### src/rtl/assert_macros.svh
// assertion helpers, expect clk and arst_n in scope
`ifndef ASSERT_MACROS_SVH
`define ASSERT_MACROS_SVH

// same-cycle implication
`define RAU_ASSERT_IMPL(label, ante, cons, msg) \
	label: assert property (@(posedge clk) disable iff (!arst_n) (ante) |-> (cons)) \
		else $error(msg);

// next-cycle implication
`define RAU_ASSERT_NEXT(label, ante, cons, msg) \
	label: assert property (@(posedge clk) disable iff (!arst_n) (ante) |=> (cons)) \
		else $error(msg);

`endif

### src/rtl/rau_pkg.sv
`timescale 1ns / 1ps
`default_nettype none
package rau_pkg;
	localparam int OPERAND_WIDTH = 16;
	localparam int OPR_W = OPERAND_WIDTH + 1;
	localparam int MAG_W = 2 * OPERAND_WIDTH;
	localparam int RED_W = MAG_W + 1;
	localparam int PROD_W = 2 * OPR_W;
	localparam int CNT_W = $clog2(MAG_W + 1);
	localparam int NUM_W = 33;
	localparam int DEN_W = 31;

	localparam logic [2:0] CMD_ADD = 3'd0;
	localparam logic [2:0] CMD_SUB = 3'd1;
	localparam logic [2:0] CMD_MUL = 3'd2;
	localparam logic [2:0] CMD_DIV = 3'd3;
	localparam logic [2:0] CMD_EQ  = 3'd4;
	localparam logic [2:0] CMD_GT  = 3'd5;
	localparam logic [2:0] CMD_LT  = 3'd6;

	localparam logic [1:0] ST_OK   = 2'd0;
	localparam logic [1:0] ST_ZDEN = 2'd1;
	localparam logic [1:0] ST_DIV0 = 2'd2;

	localparam logic [1:0] SRC_A = 2'd0;
	localparam logic [1:0] SRC_B = 2'd1;
	localparam logic [1:0] SRC_R = 2'd2;

	typedef struct packed {
		logic       load_in;
		logic       red_load;
		logic       gcd_step;
		logic       div_init;
		logic       div_step;
		logic       red_store;
		logic       mul;
		logic       comb;
		logic [1:0] src;
	} rau_cmd_t;

	typedef struct packed {
		logic zero_den;
		logic gcd_done;
		logic div_last;
		logic arith;
	} rau_stat_t;
endpackage
`default_nettype wire

### src/rtl/rau_ctrl.sv
`timescale 1ns / 1ps
`default_nettype none
module rau_ctrl (
	input  wire logic               clk,
	input  wire logic               arst_n,
	input  wire logic               in_valid,
	input  wire logic               out_free,
	input  wire rau_pkg::rau_stat_t stat,
	output rau_pkg::rau_cmd_t       c,
	output logic                    in_ready,
	output logic                    out_load
);
	localparam logic [3:0] S_IDLE  = 4'd0;
	localparam logic [3:0] S_CHECK = 4'd1;
	localparam logic [3:0] S_RLOAD = 4'd2;
	localparam logic [3:0] S_GCD   = 4'd3;
	localparam logic [3:0] S_DINIT = 4'd4;
	localparam logic [3:0] S_DIV   = 4'd5;
	localparam logic [3:0] S_STORE = 4'd6;
	localparam logic [3:0] S_MUL   = 4'd7;
	localparam logic [3:0] S_COMB  = 4'd8;
	localparam logic [3:0] S_DONE  = 4'd9;

	logic [3:0] state_q, state_d;
	logic [1:0] src_q, src_d;

	always_comb begin
		state_d = state_q;
		src_d = src_q;
		c = '0;
		c.src = src_q;
		in_ready = 1'b0;
		out_load = 1'b0;
		case (state_q)
			S_IDLE: begin
				in_ready = 1'b1;
				if (in_valid) begin
					c.load_in = 1'b1;
					state_d = S_CHECK;
				end
			end
			S_CHECK: begin
				src_d = rau_pkg::SRC_A;
				state_d = stat.zero_den ? S_DONE : S_RLOAD;
			end
			S_RLOAD: begin
				c.red_load = 1'b1;
				state_d = S_GCD;
			end
			S_GCD: begin
				if (stat.gcd_done) begin
					state_d = S_DINIT;
				end else begin
					c.gcd_step = 1'b1;
				end
			end
			S_DINIT: begin
				c.div_init = 1'b1;
				state_d = S_DIV;
			end
			S_DIV: begin
				c.div_step = 1'b1;
				if (stat.div_last) begin
					state_d = S_STORE;
				end
			end
			S_STORE: begin
				c.red_store = 1'b1;
				case (src_q)
					rau_pkg::SRC_A: begin
						src_d = rau_pkg::SRC_B;
						state_d = S_RLOAD;
					end
					rau_pkg::SRC_B: state_d = S_MUL;
					default: state_d = S_DONE;
				endcase
			end
			S_MUL: begin
				c.mul = 1'b1;
				state_d = S_COMB;
			end
			S_COMB: begin
				c.comb = 1'b1;
				if (stat.arith) begin
					src_d = rau_pkg::SRC_R;
					state_d = S_RLOAD;
				end else begin
					state_d = S_DONE;
				end
			end
			S_DONE: begin
				if (out_free) begin
					out_load = 1'b1;
					state_d = S_IDLE;
				end
			end
			default: state_d = S_IDLE;
		endcase
	end

	always_ff @(posedge clk or negedge arst_n) begin
		if (!arst_n) begin
			state_q <= S_IDLE;
			src_q <= rau_pkg::SRC_A;
		end else begin
			state_q <= state_d;
			src_q <= src_d;
		end
	end
endmodule
`default_nettype wire

### src/rtl/rau_dp.sv
`timescale 1ns / 1ps
`default_nettype none
`include "assert_macros.svh"
module rau_dp (
	input  wire logic                                      clk,
	input  wire logic                                      arst_n,
	input  wire rau_pkg::rau_cmd_t                         c,
	input  wire logic [2:0]                                command,
	input  wire logic signed [rau_pkg::OPERAND_WIDTH-1:0]  a_num,
	input  wire logic signed [rau_pkg::OPERAND_WIDTH-1:0]  a_den,
	input  wire logic signed [rau_pkg::OPERAND_WIDTH-1:0]  b_num,
	input  wire logic signed [rau_pkg::OPERAND_WIDTH-1:0]  b_den,
	output rau_pkg::rau_stat_t                             stat,
	output logic signed [rau_pkg::NUM_W-1:0]               r_num,
	output logic [rau_pkg::DEN_W-1:0]                      r_den,
	output logic                                           r_flag,
	output logic [1:0]                                     r_status
);
	localparam int OW = rau_pkg::OPR_W;
	localparam int MW = rau_pkg::MAG_W;
	localparam int RW = rau_pkg::RED_W;
	localparam int PW = rau_pkg::PROD_W;
	localparam int CW = rau_pkg::CNT_W;

	logic [2:0] cmd_q;
	logic zero_den_q;
	logic signed [OW-1:0] an_q, ad_q, bn_q, bd_q;
	logic neg_q;
	logic [MW-1:0] x_q, y_q, g_q, dvn_q, dvd_q, remn_q, remd_q;
	logic [CW-1:0] k_q, cnt_q;
	logic signed [PW-1:0] p1_q, p2_q, p3_q, p4_q, p5_q;
	logic signed [RW-1:0] pre_n_q, pre_d_q, rnum_q;
	logic [MW-1:0] rden_q;
	logic flag_q;

	logic signed [RW-1:0] src_n, src_d, neg_n, neg_d, qn_ext, qd_ext, store_n, neg_q_n;
	logic [MW-1:0] mag_n, mag_d;
	logic [MW:0] trial_n, trial_d, g_ext;
	logic bit_n, bit_d, div0, arith;
	logic signed [PW-1:0] sum_ab, diff_ab;

	always_comb begin
		case (c.src)
			rau_pkg::SRC_A: begin
				src_n = RW'(an_q);
				src_d = RW'(ad_q);
			end
			rau_pkg::SRC_B: begin
				src_n = RW'(bn_q);
				src_d = RW'(bd_q);
			end
			default: begin
				src_n = pre_n_q;
				src_d = pre_d_q;
			end
		endcase
		neg_n = -src_n;
		neg_d = -src_d;
		mag_n = src_n[RW-1] ? neg_n[MW-1:0] : src_n[MW-1:0];
		mag_d = src_d[RW-1] ? neg_d[MW-1:0] : src_d[MW-1:0];
		g_ext = {1'b0, g_q};
		trial_n = {remn_q, dvn_q[MW-1]};
		trial_d = {remd_q, dvd_q[MW-1]};
		bit_n = trial_n >= g_ext;
		bit_d = trial_d >= g_ext;
		qn_ext = signed'({1'b0, dvn_q});
		qd_ext = signed'({1'b0, dvd_q});
		neg_q_n = -qn_ext;
		store_n = neg_q ? neg_q_n : qn_ext;
		sum_ab = p1_q + p2_q;
		diff_ab = p1_q - p2_q;
		div0 = (cmd_q == rau_pkg::CMD_DIV) && (bn_q == '0);
		arith = (cmd_q == rau_pkg::CMD_ADD) || (cmd_q == rau_pkg::CMD_SUB) ||
			(cmd_q == rau_pkg::CMD_MUL) || ((cmd_q == rau_pkg::CMD_DIV) && !div0);
	end

	assign stat.zero_den = zero_den_q;
	assign stat.gcd_done = (x_q == '0);
	assign stat.div_last = (cnt_q == CW'(MW - 1));
	assign stat.arith = arith;

	always_ff @(posedge clk) begin
		if (c.load_in) begin
			cmd_q <= command;
			an_q <= OW'(a_num);
			ad_q <= OW'(a_den);
			bn_q <= OW'(b_num);
			bd_q <= OW'(b_den);
			zero_den_q <= (a_den == '0) || (b_den == '0);
		end
		if (c.red_load) begin
			neg_q <= src_n[RW-1] ^ src_d[RW-1];
			x_q <= mag_n;
			y_q <= mag_d;
			dvn_q <= mag_n;
			dvd_q <= mag_d;
			k_q <= '0;
		end
		if (c.gcd_step) begin
			if (!x_q[0] && !y_q[0]) begin
				x_q <= x_q >> 1;
				y_q <= y_q >> 1;
				k_q <= k_q + CW'(1);
			end else if (!x_q[0]) begin
				x_q <= x_q >> 1;
			end else if (!y_q[0]) begin
				y_q <= y_q >> 1;
			end else if (x_q >= y_q) begin
				x_q <= x_q - y_q;
			end else begin
				y_q <= y_q - x_q;
			end
		end
		if (c.div_init) begin
			g_q <= y_q << k_q;
			remn_q <= '0;
			remd_q <= '0;
			cnt_q <= '0;
		end
		if (c.div_step) begin
			remn_q <= bit_n ? MW'(trial_n - g_ext) : trial_n[MW-1:0];
			remd_q <= bit_d ? MW'(trial_d - g_ext) : trial_d[MW-1:0];
			dvn_q <= {dvn_q[MW-2:0], bit_n};
			dvd_q <= {dvd_q[MW-2:0], bit_d};
			cnt_q <= cnt_q + CW'(1);
		end
		if (c.red_store) begin
			case (c.src)
				rau_pkg::SRC_A: begin
					an_q <= store_n[OW-1:0];
					ad_q <= qd_ext[OW-1:0];
				end
				rau_pkg::SRC_B: begin
					bn_q <= store_n[OW-1:0];
					bd_q <= qd_ext[OW-1:0];
				end
				default: begin
					rnum_q <= store_n;
					rden_q <= dvd_q;
				end
			endcase
		end
		if (c.mul) begin
			p1_q <= PW'(an_q) * PW'(bd_q);
			p2_q <= PW'(bn_q) * PW'(ad_q);
			p3_q <= PW'(an_q) * PW'(bn_q);
			p4_q <= PW'(ad_q) * PW'(bd_q);
			p5_q <= PW'(ad_q) * PW'(bn_q);
		end
		if (c.comb) begin
			flag_q <= 1'b0;
			pre_d_q <= RW'(p4_q);
			case (cmd_q)
				rau_pkg::CMD_ADD: pre_n_q <= RW'(sum_ab);
				rau_pkg::CMD_SUB: pre_n_q <= RW'(diff_ab);
				rau_pkg::CMD_MUL: pre_n_q <= RW'(p3_q);
				rau_pkg::CMD_DIV: begin
					pre_n_q <= RW'(p1_q);
					pre_d_q <= RW'(p5_q);
				end
				rau_pkg::CMD_EQ: flag_q <= (an_q == bn_q) && (ad_q == bd_q);
				rau_pkg::CMD_GT: flag_q <= p1_q > p2_q;
				rau_pkg::CMD_LT: flag_q <= p1_q < p2_q;
				default: flag_q <= 1'b0;
			endcase
		end
	end

	always_comb begin
		r_num = '0;
		r_den = '0;
		r_flag = 1'b0;
		r_status = rau_pkg::ST_OK;
		if (zero_den_q) begin
			r_status = rau_pkg::ST_ZDEN;
		end else begin
			if (div0) begin
				r_status = rau_pkg::ST_DIV0;
			end
			if (arith) begin
				r_num = rau_pkg::NUM_W'(rnum_q);
				r_den = rau_pkg::DEN_W'(rden_q);
			end
			r_flag = flag_q;
		end
	end

	`RAU_ASSERT_IMPL(a_div_nonzero, c.div_step, g_q != '0, "divisor is zero")
	`RAU_ASSERT_IMPL(a_den_nonzero, c.red_store, dvd_q != '0, "reduced denominator is zero")
endmodule
`default_nettype wire

### src/rtl/rational_arithmetic_unit.sv
// rational arithmetic unit
// input channel: in_valid/in_ready carry command, a_num, a_den, b_num, b_den
// output channel: out_valid/out_ready carry res_num, res_den, compare_true, status
// one item is worked on at a time; in_ready is high only while the unit is idle
// each item: both fractions are reduced, then the result is formed by
// cross-multiplication and, for add/sub/mul and div by a nonzero b, reduced again
// each reduction: load, binary gcd steps (one shift or subtract each),
// a gcd done check, divider init, a restoring divide of numerator and
// denominator by the gcd, and a store
// out_valid rises once the item has passed the check, two reductions (three
// when a result is reduced), the multiply, the combine and the done state;
// in_ready returns in that same cycle
// a zero input denominator goes from the check straight to the done state, status 1
// results sit in an output register; a stalled receiver holds that item and
// the next item still runs, waiting at its end until the register is free
// reset clears the controller and the output valid; no item is in flight after it
`timescale 1ns / 1ps
`default_nettype none
`include "assert_macros.svh"
module rational_arithmetic_unit (
	input  wire logic                                     clk,
	input  wire logic                                     arst_n,
	input  wire logic                                     in_valid,
	output logic                                          in_ready,
	input  wire logic [2:0]                               command,
	input  wire logic signed [rau_pkg::OPERAND_WIDTH-1:0] a_num,
	input  wire logic signed [rau_pkg::OPERAND_WIDTH-1:0] a_den,
	input  wire logic signed [rau_pkg::OPERAND_WIDTH-1:0] b_num,
	input  wire logic signed [rau_pkg::OPERAND_WIDTH-1:0] b_den,
	output logic                                          out_valid,
	input  wire logic                                     out_ready,
	output logic signed [rau_pkg::NUM_W-1:0]              res_num,
	output logic [rau_pkg::DEN_W-1:0]                     res_den,
	output logic                                          compare_true,
	output logic [1:0]                                    status
);
	rau_pkg::rau_cmd_t  c;
	rau_pkg::rau_stat_t stat;
	logic out_load, out_free;
	logic signed [rau_pkg::NUM_W-1:0] r_num;
	logic [rau_pkg::DEN_W-1:0] r_den;
	logic r_flag;
	logic [1:0] r_status;
	logic out_valid_q;
	logic err_item, err_clean;

	assign out_free = !out_valid_q || out_ready;

	rau_ctrl u_ctrl (
		.clk      (clk),
		.arst_n   (arst_n),
		.in_valid (in_valid),
		.out_free (out_free),
		.stat     (stat),
		.c        (c),
		.in_ready (in_ready),
		.out_load (out_load)
	);

	rau_dp u_dp (
		.clk      (clk),
		.arst_n   (arst_n),
		.c        (c),
		.command  (command),
		.a_num    (a_num),
		.a_den    (a_den),
		.b_num    (b_num),
		.b_den    (b_den),
		.stat     (stat),
		.r_num    (r_num),
		.r_den    (r_den),
		.r_flag   (r_flag),
		.r_status (r_status)
	);

	always_ff @(posedge clk or negedge arst_n) begin
		if (!arst_n) begin
			out_valid_q <= 1'b0;
		end else if (out_load) begin
			out_valid_q <= 1'b1;
		end else if (out_ready) begin
			out_valid_q <= 1'b0;
		end
	end

	always_ff @(posedge clk) begin
		if (out_load) begin
			res_num <= r_num;
			res_den <= r_den;
			compare_true <= r_flag;
			status <= r_status;
		end
	end

	assign out_valid = out_valid_q;

	assign err_item = out_valid && (status != rau_pkg::ST_OK);
	assign err_clean = (res_num == '0) && (res_den == '0) && !compare_true;

	`RAU_ASSERT_IMPL(a_err_zero, err_item, err_clean, "error item has nonzero fields")
	`RAU_ASSERT_NEXT(a_one_item, in_valid && in_ready, !in_ready, "second item taken while busy")
endmodule
`default_nettype wire

### config.mk
export PLATFORM = sky130hd
export DESIGN_NAME = rational_arithmetic_unit
export DESIGN_NICKNAME = d
export VERILOG_FILES = /design/src/rtl/rau_pkg.sv /design/src/rtl/rau_ctrl.sv /design/src/rtl/rau_dp.sv /design/src/rtl/rational_arithmetic_unit.sv
export VERILOG_INCLUDE_DIRS = /design/src /design/src/rtl
export SDC_FILE = /design/constraint.sdc
export NUM_CORES = 2
export LEC_CHECK = 0
export ABC_AREA = 1
export BUFFER_PORTS_ARGS = -buffer_cell sky130_fd_sc_hd__buf_2
export CORE_ASPECT_RATIO = 1.25
export CORE_MARGIN = 2
export CORE_UTILIZATION = 30
export DETAILED_ROUTE_END_ITERATION = 12
export GPL_TIMING_DRIVEN = 0
export PLACE_DENSITY = 0.4
export REMOVE_ABC_BUFFERS = 1
export SLEW_MARGIN = 20
export SYNTH_ARGS = -nofsm -noshare
export SYNTH_HDL_FRONTEND = slang
export SYNTH_HIERARCHICAL = 1
export SYNTH_SLANG_ARGS = --single-unit
### constraint.sdc
create_clock -name clk -period 14 [get_ports clk]
set_input_delay 2.1 -clock clk [delete_from_list [all_inputs] [get_ports clk]]
set_output_delay 2.1 -clock clk [all_outputs]
set_load 0.005 [all_outputs]
== After elaboration in Yosys (flattened, before gate mapping) ==
Index checks and enable logic that the tools add are counted.
Cells by class
  bitwise logic cells: 3
  add/sub/neg operators: 11
  reduce and logical (&&, ||, !) cells: 31
  multiplexer cells: 73
  $lt $le $gt $ge: 5
  multiply operators: 4
  equality and inequality tests: 25
  shift operators: 1
Operator list (number)
  $mux 32: 24
  $mux 17: 12
  $pmux 33 s2: 2
  $pmux 33 s4: 1
  $sub 32x32->32: 4
  $mul 17x17->34: 2
  $ge 33x32->1: 2
  $mul 17x17->33: 2
  $neg 32->32: 2
  $pmux 4 s10: 1
  $eq 17x17->1: 2
  $gt 34x34->1: 1
  $lt 34x34->1: 1
  $add 33x33->33: 1
  $mux 33: 1
  $neg 32->33: 1
  $sub 33x33->33: 1
  $ge 32x32->1: 1
  $logic_not 16->1: 2
  $logic_not 32->1: 1
  $shl 32x6->32: 1
  $mux 6: 5
  $mux 4: 6
  $logic_not 17->1: 1
  32 further kinds: 76
Storage, ports and cells
  flip-flop bits (word level): 648
  output and inout port bits: 69
  input bits: 71

== Depth between registers and ports, before layout ==
  word-level depth: 10
  mapped depth: 31
  depth with buffers taken out: 29

== Hierarchy ==
The synthesis kept the hierarchy.
Modules (own cells, without submodules)
  rau_dp: instances 1, area an instance 83852.9 µm², cells each 10660
  rational_arithmetic_unit: instances 1, area an instance 2057.0 µm², cells each 72
  rau_ctrl: instances 1, area an instance 503.0 µm², cells each 86

== Least setup slack after synthesis ==
No wires, ideal clock.
  kind: input -> register
  from: in out_ready
  to: reg compare_true, enable pin
  arrival time: 8.625 ns
  buffers on the path: 0
  stages on the path: 4
  path slack: 4.714 ns
  required time: 13.340 ns
  cells stage by stage: inv_1 nand2_2 inv_1 nor4_1
On the way
  longest elaborated chain between the ends: 3
RTL lines
  from (decl): line rational_arithmetic_unit.sv:31  | input wire logic out_ready,
  $logic_or 1x1->1: line rational_arithmetic_unit.sv:47  | assign out_free = !out_valid_q || out_ready;
  named net out_free: line rational_arithmetic_unit.sv:39  | logic out_load, out_free;
  $mux 1: line rau_ctrl.sv:92  | if (out_free) begin
  $mux 1: line rau_ctrl.sv:34  | case (state_q)
  named net out_load: line rational_arithmetic_unit.sv:39
  to (signal assigned): line rational_arithmetic_unit.sv:90  | compare_true <= r_flag;
  to (decl): line rational_arithmetic_unit.sv:34  | output logic compare_true,
The timed path passes the listed nets, and every way through them passes these cells.
A chain may end at the register's enable or synchronous reset.

==> results.md <==
* Synth area leader: fa_1
* Critical Path Start Type: flop
* Synth Flop Type: edfxtp_1
* Min-delay src: u_dp/dvd_q[30]
* Mean Syn Cell Area at 7.988 um2
* Max-cap violation count at 0
* Outcome: finished, final reports clean
* Fin Hold WS at 0.4474 ns
* Seq/Total Area, Yosys at 20.88%
* DR WL/cell at 21.61 um
* Die W at 484.0 um
* Post-route antenna net violation count at 0
* TritonCTS clock tree: done
* # setup viols final at 0
* IO Port Bufs at 139
* Post-synth top area share at 27.27%
* Min-Delay Endpoint: u_dp/rden_q[30]
* Post-layout min period at 7.003 ns
* CTS Hold Buffers Added at 0
* Top cells by area, synth: fa_1 27%, edfxtp_1 17%, nand2_1 11%
* Initial DRC Count at 4327
* Worst reg2reg path startpoint: u_dp/bn_q[3]
* Fmax at 142.8 MHz
* Routing usage on met1 at 25.71%
* Placed cell count at 14350
* Normalized max-slew margin at 25.69%
* Data required, critical path at 14.42 ns
* Clk slew on worst S/H paths at 0.07 ns
* Ys async rst share at 1.080%
* First-pass GRT wire length at 470100 um
* GRT Residual Overflow at 0
* Clock skew at 0.02871 ns
* Distinct cells, synth at 66
* Worst r2r dst: u_dp/p5_q[33]
* Routed wire length at 313200 um
* Gpl congestion at 0.8925
* Area growth, synth to finish at 9.228%
* RSZ-0062 raised after global routing: false
* Half-perimeter wire length after placement at 258600 um
* R2r setup slk at 7.00 ns
* Maximum clock path buffer count at 3
* #FFs+latches synth at 648
* EDFF count, synth at 503
* CTS root buffer: clkbuf_16
* Hold depth at 0
* Max FO, Critical Path at 22
* Area of the mapped netlist at 86410 um2
* Residual DRC at 0
* Critical Path Sink Type: flop
* Postcts setup bufs at 0
* Clock Latency Late Sink at 0.70 ns
* Total GRT Usage at 21.35%
* YS warnings at 6
* Post_cts resized at 0
* CTS Sinks at 648
* Vias in the first global route at 73320
* Vias at 69640
* Vias per std cell at 4.804
* Non-filler cells, final at 14500
* Gate Count Post-Synth at 10820
* Final Hold Vio Count at 0
* Initial Utilization at 30.13%
* Met3 GRT Util at 1.398%
* Layout cell share with drive strength beyond 1 at 5.196%
* Register-to-Register Path Depth at 18
* Die area at 292400 um2
* Final Cycle Share at 50.02%
* Num CTS Buffers at 78
* Rows at 220
* Initial antenna violation count at 8
* Largest net degree at the start of global routing at 101
* Die Ht at 604.0 um
* GRT met2 Usage at 40.00%
* WP data arrival at 7.43 ns
* GRT Max-Usage Layer: met2
* H-tree depth at 3
* Core Box Area at 286800 um2
* Nets at 12470
* Critical path class: flop to flop
* Drt first pass iters at 8
* Worst min path class: flop to flop
* Setup Total Neg Slack at 0 ns
* Worst Tran Pin Value at 1.104 ns
* I/O pin total at 140
* Final Max Slew Viols at 0
logic make-up (layout without fill, tap and decap cells):
| kind of cell | count (synthesis) | after routing | synth area share [%] |
|---|---|---|---|
| buffers and inverters | 2922 | 2823 | 12.91 |
| DFF | 648 | 648 | 20.88 |
| and+or+nand+nor | 3572 | 3572 | 16.80 |
| AOI/OAI and AO/OA | 1562 | 1562 | 10.17 |
| adders and majority gates | 1744 | 1744 | 35.48 |
| xor gates and xnor gates | 357 | 357 | 3.618 |
| other | 0 | 4 | 0 |
| muxes | 13 | 13 | 0.1506 |
synth_stat cells (32+ instances only):
cell type and instances:
a21o_1 38, a21oi_1 532, a22oi_1 32, a31oi_1 67, buf_2 36, clkbuf_1 380
dfxtp_1 138, edfxtp_1 503, fa_1 1177, ha_1 567, inv_1 2433, nand2_1 2466
nand3_1 201, nand4_1 69, nor2_1 600, nor3_1 71, nor4_1 50, o211ai_1 40
o21ai_0 625, o21ai_1 36, xnor2_1 131, xor2_1 226
final cells by class:
class,count,area (um2)
fill,30540,192400
multi-input combinational,7248,57310
sequential,648,18180
inverter,2454,9248
tap,3774,4722
timing repair buffer,225,2374
clock buffer,94,2054
clock inverter,50,485.5
antenna,4,10.01
worst max path at each step:
| stage | endpoint | startpoint |
|---|---|---|
| after floorplan | compare_true | out_ready |
| after global placement | res_num[3] | out_ready |
| after detailed placement | u_dp/p5_q[33] | u_dp/bn_q[2] |
| after CTS | u_dp/p5_q[33] | u_dp/ad_q[16] |
| after global routing | u_dp/p5_q[33] | u_dp/bn_q[2] |
| final | u_dp/p5_q[33] | u_dp/bn_q[3] |
sequential cells by signal, summed over array words and instances, names as in the netlist, 33 cells and up:
name and count:
u_dp/p5_q 34, u_dp/p4_q 33, res_num 33, u_dp/pre_d_q 33
u_dp/p3_q 33, u_dp/p1_q 34, u_dp/pre_n_q 33, u_dp/rnum_q 33
critical path, cell delays in order (launching register included):
cell      delay, ns
dfxtp_2        0.60
buf_12         0.24
nand2_1        0.12
inv_1          0.09
fa_1           0.57
fa_1           0.93
fa_1           0.54
fa_1           0.51
fa_1           0.49
inv_1          0.05
fa_1           0.48
inv_1          0.04
ha_1           0.36
nand2_1        0.17
nor4_1         0.46
nand3_1        0.12
o211ai_1       0.52
a31oi_1        0.18
xor2_1         0.19
layout by cell type (no fill, tap or decap), types with 14 or more instances in the layout:
cell type  synthesis  final
clkbuf_1         380     14
a31oi_1           67     67
a21o_1            38     38
o22ai_1           30     30
clkinv_1           7     16
nand3_1          201    201
o21bai_1          31     31
or2_2             20     19
xor2_1           226    226
inv_2             12     15
edfxtp_1         503    503
nor2_1           600    593
nor2_2            18     20
inv_1           2433   2422
a21oi_1          532    532
o211ai_1          40     40
a22oi_1           32     32
nand3_2           15     15
nand3b_1          21     21
nor3_1            71     71
clkinv_2           0     16
xnor2_1          131    131
nand2_1         2466   2464
buf_16             0     18
o21ai_0          625    625
dfxtp_4            0     22
a21boi_0          15     15
fa_1            1177   1177
ha_1             567    566
buf_12             0     55
buf_2             36    147
clkbuf_16          0     80
nand4_1           69     69
o21ai_1           36     36
dfxtp_1          138     69
o31ai_1           16     16
dfxtp_2            0     47
nor4_1            50     47
o21a_1            18     18
metrics by stage:
| step | setup WS [ns] | util (%) | area, um2 |
|---|---|---|---|
| detailed placement | 7.108 | 32.01 | 91820 |
| floorplan | 4.714 | - | 84480 |
| CTS | 7.065 | 32.90 | 94360 |
| global route | 6.640 | 32.90 | 94380 |
| finish | 6.997 | 32.91 | 94390 |
| global placement | -2.190 | 31.34 | 89890 |
routing by layer:
metal / share of wire [%] / vias to the layer above
met5: 0 / -
met4: 3.7 / 0
met3: 2.8 / 335
met2: 53 / 1307
met1: 41 / 35030
li1: - / 32970
Power is left out: the tool's default activity adds up to more than one toggle a clock period on the data nets, which glitch-free logic cannot reach.
